===== src/design/qdc_pkg.sv =====
package qdc_pkg;

  // Word type nibble, bits 15..12 of the high half
  localparam logic [3:0] WORD_HEADER = 4'h4;
  localparam logic [3:0] WORD_DATA   = 4'h0;

  // Module id reported once an event is marked invalid
  localparam logic [7:0] INVALID_ID = 8'd99;

  // Register map, index = byte address / 4
  localparam int unsigned NUM_ID_REGS = 4;
  localparam logic [2:0] REG_ID_A   = 3'd0;
  localparam logic [2:0] REG_ID_B   = 3'd1;
  localparam logic [2:0] REG_ID_C   = 3'd2;
  localparam logic [2:0] REG_ID_D   = 3'd3;
  localparam logic [2:0] REG_ENABLE = 3'd4;

  // Parser phases
  localparam logic [1:0] PH_HEADER  = 2'd0;
  localparam logic [1:0] PH_DATA    = 2'd1;
  localparam logic [1:0] PH_TRAILER = 2'd2;

  // Result queue
  localparam int unsigned FIFO_DEPTH = 4;
  localparam int unsigned FIFO_AW    = $clog2(FIFO_DEPTH);

  typedef struct packed {
    logic [4:0]  channel;
    logic [11:0] conversion;
    logic [7:0]  module_id;
    logic        event_accepted;
    logic        end_of_event;
  } result_t;

endpackage


===== src/design/qdc_front.sv =====
module qdc_front
  import qdc_pkg::*;
#(
  parameter int unsigned NUM_IDS = 4
) (
  input  logic                    clk,
  input  logic                    rst,
  input  logic                    in_valid,
  output logic                    in_ready,
  input  logic [15:0]             word_low,
  input  logic [15:0]             word_high,
  input  logic [NUM_IDS-1:0][7:0] slot_id,
  input  logic [NUM_IDS-1:0]      slot_en,
  input  logic                    queue_full,
  output logic                    push,
  output result_t                 push_data
);

  logic [1:0]  phase, phase_next;
  logic [11:0] words_left, words_left_next;
  logic [7:0]  current_id, current_id_next;
  logic        accepted, accepted_next;

  logic        in_fire;
  logic        hdr_ok;
  logic        data_ok;
  logic [11:0] count;
  logic [7:0]  id_sel;
  logic        id_match;

  assign in_ready = ~queue_full;
  assign in_fire  = in_valid & in_ready;
  assign hdr_ok   = (word_high[15:12] == WORD_HEADER);
  assign data_ok  = (word_high[15:12] == WORD_DATA);
  assign count    = word_low[11:0];
  assign id_sel   = hdr_ok ? word_high[7:0] : INVALID_ID;

  always_comb begin
    id_match = 1'b0;
    for (int i = 0; i < NUM_IDS; i++) begin
      if (slot_en[i] && (slot_id[i] == id_sel)) begin
        id_match = 1'b1;
      end
    end
  end

  always_comb begin
    phase_next      = phase;
    words_left_next = words_left;
    current_id_next = current_id;
    accepted_next   = accepted;
    push            = 1'b0;
    push_data       = '0;
    unique case (phase)
      PH_DATA: begin
        words_left_next = words_left - 12'd1;
        if (words_left_next == 12'd0) begin
          phase_next = PH_TRAILER;
        end
        if (accepted) begin
          push                     = in_fire;
          push_data.event_accepted = 1'b1;
          if (data_ok) begin
            push_data.channel    = word_high[4:0];
            push_data.conversion = word_low[11:0];
            push_data.module_id  = current_id;
          end else begin
            current_id_next     = INVALID_ID;
            push_data.module_id = INVALID_ID;
          end
        end
      end
      PH_TRAILER: begin
        phase_next                = PH_HEADER;
        words_left_next           = 12'd0;
        push                      = in_fire;
        push_data.module_id       = current_id;
        push_data.event_accepted  = accepted;
        push_data.end_of_event    = 1'b1;
      end
      default: begin
        // header expected; the spare phase code lands here too
        current_id_next = id_sel;
        accepted_next   = id_match;
        if (hdr_ok) begin
          words_left_next = (count > 12'd1) ? count - 12'd1 : 12'd0;
          phase_next      = (count > 12'd1) ? PH_DATA : PH_TRAILER;
        end else begin
          words_left_next          = 12'd0;
          phase_next               = PH_TRAILER;
          push                     = in_fire;
          push_data.module_id      = INVALID_ID;
          push_data.event_accepted = id_match;
        end
      end
    endcase
  end

  always_ff @(posedge clk) begin
    if (rst) begin
      phase      <= PH_HEADER;
      words_left <= 12'd0;
      current_id <= 8'd0;
      accepted   <= 1'b0;
    end else if (in_fire) begin
      phase      <= phase_next;
      words_left <= words_left_next;
      current_id <= current_id_next;
      accepted   <= accepted_next;
    end
  end

  a_last_data_to_trailer: assert property (@(posedge clk) disable iff (rst)
    in_fire && phase == PH_DATA && words_left == 12'd1 |=> phase == PH_TRAILER)
    else $error("last data beat did not move to trailer");

  a_trailer_to_header: assert property (@(posedge clk) disable iff (rst)
    in_fire && phase == PH_TRAILER |=> phase == PH_HEADER && words_left == 12'd0)
    else $error("trailer did not close the event");

  a_push_needs_accept: assert property (@(posedge clk) disable iff (rst)
    push |-> in_fire)
    else $error("result pushed without an input beat");

  a_data_has_words: assert property (@(posedge clk) disable iff (rst)
    phase == PH_DATA |-> words_left != 12'd0)
    else $error("data phase with no words left");

endmodule


===== src/design/qdc_queue.sv =====
module qdc_queue
  import qdc_pkg::*;
(
  input  logic    clk,
  input  logic    rst,
  input  logic    push,
  input  result_t push_data,
  output logic    full,
  output logic    out_valid,
  input  logic    out_ready,
  output result_t out_data
);

  result_t            mem [FIFO_DEPTH];
  logic [FIFO_AW-1:0] wr_ptr;
  logic [FIFO_AW-1:0] rd_ptr;
  logic [FIFO_AW:0]   count;
  logic               pop;

  assign full      = (count == FIFO_AW'(0) + (FIFO_AW+1)'(FIFO_DEPTH));
  assign out_valid = (count != '0);
  assign out_data  = mem[rd_ptr];
  assign pop       = out_valid & out_ready;

  always_ff @(posedge clk) begin
    if (push) begin
      mem[wr_ptr] <= push_data;
    end
  end

  always_ff @(posedge clk) begin
    if (rst) begin
      wr_ptr <= '0;
      rd_ptr <= '0;
      count  <= '0;
    end else begin
      if (push) begin
        wr_ptr <= wr_ptr + 1'b1;
      end
      if (pop) begin
        rd_ptr <= rd_ptr + 1'b1;
      end
      case ({push, pop})
        2'b10:   count <= count + 1'b1;
        2'b01:   count <= count - 1'b1;
        default: count <= count;
      endcase
    end
  end

  a_no_overflow: assert property (@(posedge clk) disable iff (rst)
    full |-> !push)
    else $error("push into full result queue");

  a_count_bound: assert property (@(posedge clk) disable iff (rst)
    count <= (FIFO_AW+1)'(FIFO_DEPTH))
    else $error("result queue count out of range");

  a_ptr_gap: assert property (@(posedge clk) disable iff (rst)
    FIFO_AW'(wr_ptr - rd_ptr) == count[FIFO_AW-1:0])
    else $error("queue pointers disagree with count");

endmodule


===== src/design/qdc_event_word_unpacker_core.sv =====
// Event word unpacker: header / data / trailer readout words in, results out.
// Throughput: one input beat per cycle, sustained, while the output side keeps up.
// Each result is queued as its input beat is taken and offered on m_tvalid in queue order.
// Result queue holds 4 entries; s_tready drops only when it is full.
// Reset (rst, synchronous): parser back to header, queue emptied, registers cleared.
module qdc_event_word_unpacker_core
  import qdc_pkg::*;
#(
  parameter int unsigned NUM_IDS = 4
) (
  input  logic        clk,
  input  logic        rst,
  // input words
  input  logic        s_tvalid,
  output logic        s_tready,
  input  logic [31:0] s_tdata,   // [15:0] word_low, [31:16] word_high
  // results
  output logic        m_tvalid,
  input  logic        m_tready,
  output logic [31:0] m_tdata,   // [4:0] channel, [16:5] conversion, [24:17] module_id, 0 above
  output logic        m_tuser,   // [0] event_accepted
  output logic        m_tlast,   // end_of_event
  // configuration
  input  logic        psel,
  input  logic        penable,
  input  logic        pwrite,
  input  logic [4:0]  paddr,
  input  logic [31:0] pwdata,
  output logic [31:0] prdata,
  output logic        pready
);

  // ---------------------------------------------------------------
  // Configuration registers
  // ---------------------------------------------------------------
  logic [7:0] id_reg [NUM_ID_REGS];
  logic [3:0] id_enable_mask;
  logic [2:0] reg_index;
  logic       cfg_write;

  assign pready    = 1'b1;
  assign reg_index = paddr[4:2];
  assign cfg_write = psel & penable & pwrite & pready;

  always_ff @(posedge clk) begin
    if (rst) begin
      for (int i = 0; i < NUM_ID_REGS; i++) begin
        id_reg[i] <= 8'd0;
      end
      id_enable_mask <= 4'd0;
    end else if (cfg_write) begin
      unique case (reg_index)
        REG_ID_A:   id_reg[0]      <= pwdata[7:0];
        REG_ID_B:   id_reg[1]      <= pwdata[7:0];
        REG_ID_C:   id_reg[2]      <= pwdata[7:0];
        REG_ID_D:   id_reg[3]      <= pwdata[7:0];
        REG_ENABLE: id_enable_mask <= pwdata[3:0];
        default:    ;  // unmapped address, write dropped
      endcase
    end
  end

  always_comb begin
    unique case (reg_index)
      REG_ID_A:   prdata = {24'd0, id_reg[0]};
      REG_ID_B:   prdata = {24'd0, id_reg[1]};
      REG_ID_C:   prdata = {24'd0, id_reg[2]};
      REG_ID_D:   prdata = {24'd0, id_reg[3]};
      REG_ENABLE: prdata = {28'd0, id_enable_mask};
      default:    prdata = 32'd0;
    endcase
  end

  // Id slots for matching; slots past the register file read 0 and stay off
  logic [NUM_IDS-1:0][7:0] slot_id;
  logic [NUM_IDS-1:0]      slot_en;

  for (genvar g = 0; g < NUM_IDS; g++) begin : g_slot
    if (g < NUM_ID_REGS) begin : g_reg
      assign slot_id[g] = id_reg[g];
      assign slot_en[g] = id_enable_mask[g];
    end else begin : g_off
      assign slot_id[g] = 8'd0;
      assign slot_en[g] = 1'b0;
    end
  end

  // ---------------------------------------------------------------
  // Front: takes each beat, tracks the event and builds its result
  // ---------------------------------------------------------------
  logic    queue_full;
  logic    push;
  result_t push_data;

  qdc_front #(
    .NUM_IDS (NUM_IDS)
  ) u_front (
    .clk        (clk),
    .rst        (rst),
    .in_valid   (s_tvalid),
    .in_ready   (s_tready),
    .word_low   (s_tdata[15:0]),
    .word_high  (s_tdata[31:16]),
    .slot_id    (slot_id),
    .slot_en    (slot_en),
    .queue_full (queue_full),
    .push       (push),
    .push_data  (push_data)
  );

  // ---------------------------------------------------------------
  // Back: result queue feeding the output stream
  // ---------------------------------------------------------------
  result_t out_data;

  qdc_queue u_queue (
    .clk       (clk),
    .rst       (rst),
    .push      (push),
    .push_data (push_data),
    .full      (queue_full),
    .out_valid (m_tvalid),
    .out_ready (m_tready),
    .out_data  (out_data)
  );

  assign m_tdata = {7'd0, out_data.module_id, out_data.conversion, out_data.channel};
  assign m_tuser = out_data.event_accepted;
  assign m_tlast = out_data.end_of_event;

endmodule


===== config.mk =====
export PLATFORM = sky130hd
export DESIGN_NAME = qdc_event_word_unpacker_core
export DESIGN_NICKNAME = d
export VERILOG_FILES = /design/src/design/qdc_pkg.sv /design/src/design/qdc_front.sv /design/src/design/qdc_queue.sv /design/src/design/qdc_event_word_unpacker_core.sv
export SDC_FILE = /design/constraint.sdc
export NUM_CORES = 1
export LEC_CHECK = 0
export BUFFER_PORTS_ARGS = -buffer_cell sky130_fd_sc_hd__buf_4
export CORE_MARGIN = 2
export CORE_UTILIZATION = 28
export CTS_BUF_LIST = sky130_fd_sc_hd__clkbuf_2
export CTS_CLUSTER_DIAMETER = 30
export DETAILED_ROUTE_END_ITERATION = 10
export HOLD_SLACK_MARGIN = 0.03
export PLACE_DENSITY = 0.57
export SYNTH_ARGS = -nofsm -noshare
export SYNTH_HDL_FRONTEND = slang
export SYNTH_HIERARCHICAL = 1
export SYNTH_SLANG_ARGS = --single-unit

===== constraint.sdc =====
create_clock -name clk -period 2.6 [get_ports clk]
set_input_delay 0.39 -clock clk [delete_from_list [all_inputs] [get_ports clk]]
set_output_delay 0.39 -clock clk [all_outputs]
set_load 0.02 [all_outputs]

==> summary.txt <==
Avg Cell Area, Syn = 12.4 µm²
Net Sw Frac = 34.2%
CTS Root Buffer Type = clkbuf_2
Clk_lat worst skew = 780 ps
Crit path arrival time = 2110 ps
Ys Warns = 6
Fin worst setup slack = 99.3 ps
Multi-input gate area = 3510 µm²
CTS tree = built
Power Internal = 0.00493 W
CTS Buffer Depth = 2
Die height = 182 µm
RSZ-0062 raised after global routing = true
Core Rows = 65
Synth cell types = 68
Cells on worst reg2reg path = 9
Fin crit period = 2500 ps
Reg2reg end = u_front/current_id[3]
CTS buffer count = 17
Layout cells sized above 1 = 24.8%
Drt wl/cell = 16.4 µm
Setup Viol. Count Final = 0
Setup crit end = m_tuser
Critical path type = reg -> out
Mapped Area = 8830 µm²
Vias in the first global route = 5705
Non-Filler Instances = 1265
Initial antenna violation count = 1
Ys flop type = edfxtp_1
Hold slack = 117 ps
HP Class = in -> reg
Final ANT Viol Nets = 0
Tightest Pin Transition = 801 ps
Placed cell area = 9950 µm²
Layout area overhead = 21.6%
Initial Utilization = 28.2%
RD Place Congestion = 0.819
Post-synthesis register bit count = 176
Sequential element share of the synthesized area = 55.7%
Part of the power in registers = 46.7%
Final Slew Violations = 0
Nature of the critical path endpoint = output pin
H-tree Lvls = 4
DIE AREA = 33000 µm²
Residual DRC count = 0
CP peak stage delay = 550 ps
Post-Route WL = 20800 µm
Worst Path Required = 2210 ps
Cells after DPL = 1187
First-pass GRT wire length = 32500 µm
Gr usage total = 12.8%
Nets = 937
Via count of the routed design = 5941
Largest register FFs = 108
Synth async-reset ratio = 0%
Worst reg-to-reg setup slack = 180 ps
PwrDens = 697 nW/µm²
Gr ovfl total = 0
CP max FO = 7
Critical-path top delay cell = mux4_2
Status = completed
R2R Path Start = u_queue/count[0]
Drt first-iter violations = 413
Logic gate share of total power = 34.2%
Reg clk slew, reported paths = 310 ps
Fin. Hold Viols = 0
Leak Pwr = 3.73 nW
Max cap viols = 0
Post-route cell area = 10700 µm²
FMAX = 400 MHz
Crit-path cells = clkbuf_16 -> mux4_2 -> buf_6
Pre-CTS WS = -124 ps
Die width = 182 µm
Fill cells = 3110
Syn Inst Count = 710
Slew margin rel. = 46.5%
Layout Utilization = 34.3%
Core ar. = 31300 µm²
Post-DP HPWL = 14400 µm
Clk sinks = 176
NetSw = 0.00256 W
First-pass detailed-route iteration total = 5
I/O Pins = 145
DR vias/cell = 4.70
Clk pwr share = 19.0%
EDFF count, synth = 140
Tcrit/Tclk final = 96.2%
Maximum vdd drop = 264 µV
IO Port Bufs = 78
Register area = 4930 µm²
Largest net degree at the start of global routing = 36
Clk_skew = 56.5 ps
Setup crit start kind = flop
==> worst max-delay path: cells and delay by family, from the launching register on <==
family | cells | cell delay [ps]
multiplexers | 1 | 550
flip-flops | 1 | 480
buffers and inverters | 2 | 350
==> routing by layer <==
layer	share of wire [%]	GRT usage, %
met5	0	0
met4	0.69	2.63
met3	4.3	2.77
met2	47	20.6
met1	48	17.7
==> worst min path at each step <==
stage	start	end	slack [ps]	cells past startpoint
finish	s_tdata[8]	u_front/words_left[8]	120	5
global placement	u_front/phase[0]	u_front/phase[0]	470	2
floorplan	id_enable_mask[2]	id_enable_mask[2]	440	2
CTS	paddr[3]	id_enable_mask[0]	30	3
global route	s_tdata[8]	u_queue/mem[1][18]	30	2
detailed placement	u_front/phase[0]	u_front/phase[0]	470	2
==> cell usage in the layout (no fill, tap or decap), types with 7 or more instances in the layout <==
cell type	count
buf_6	25
edfxtp_1	140
inv_8	8
clkbuf_2	17
xnor2_1	18
conb_1	32
nor4_1	18
nor2b_1	7
a31oi_1	8
inv_1	24
a22oi_1	12
o32ai_1	9
nor2_1	59
o21ai_0	26
dlygate4sd3_1	33
ha_1	10
mux2i_1	7
nand2_1	31
and2_1	52
a21oi_1	22
mux4_2	31
nor3_1	17
xor2_1	16
buf_4	92
dfxtp_1	34
==> area by class of cell <==
class,count,share of cell area (%)
antenna,1,0.0233
inverter,25,0.874
clock buffer,17,0.792
clock inverter,15,1.49
timing repair buffer,157,13.6
tap,402,4.68
sequential,176,45.9
multi-input combinational,472,32.7
==> stage by stage <==
stage	power (W)	TNS, ps
finish	0.00749	0
floorplan	0.00508	0
detailed placement	0.00583	-603
global route	0.00789	-406
global placement	0.00581	-552
CTS	0.00736	0
==> cells by family after synthesis <==
family	share of synthesized area, %
multiplexers	9.38
AO/OA/AOI/OAI	9.21
AND/OR/NAND/NOR	14.5
XOR/XNOR	3.37
buffers and inverters	5.89
other	0.0850
adder cells (fa/ha/maj)	1.78
flip-flops	55.7
==> power groups by stage <==
stage	registers [W]	logic, W	clock network, W
CTS	0.00350	0.00239	0.00147
floorplan	0.00350	0.00158	0
global route	0.00354	0.00277	0.00158
global placement	0.00353	0.00228	0
detailed placement	0.00354	0.00229	0
finish	0.00350	0.00256	0.00143
==> synthesized netlist by cell type (9+ instances only) <==
library cell	instances	area [µm²]
and2_1	52	325
nor4_1	19	119
dfxtp_1	36	721
o21ai_0	26	130
edfxtp_1	140	4200
xor2_1	16	140
o32ai_1	9	78.8
buf_4	34	255
xnor2_1	18	158
nand2_1	31	116
clkbuf_1	22	82.6
a21oi_1	22	110
mux4_2	24	541
ha_1	11	138
nor2_1	60	225
nor3_1	17	85.1
a22oi_1	12	90.1
inv_1	24	90.1
==> timing repair <==
| action | CTS | global route |
|---|---|---|
| gates resized for setup | 6 | 31 |
| gates cloned | 1 | 1 |
| buffers inserted | 1 | 9 |
| hold buffers | 31 | 2 |
| endpoints found under the setup margin | 12 | 32 |
| pin swaps | 0 | 0 |
| hold endpoints to repair | 96 | 5 |
Note: power is estimated with default switching activity, not from simulation.
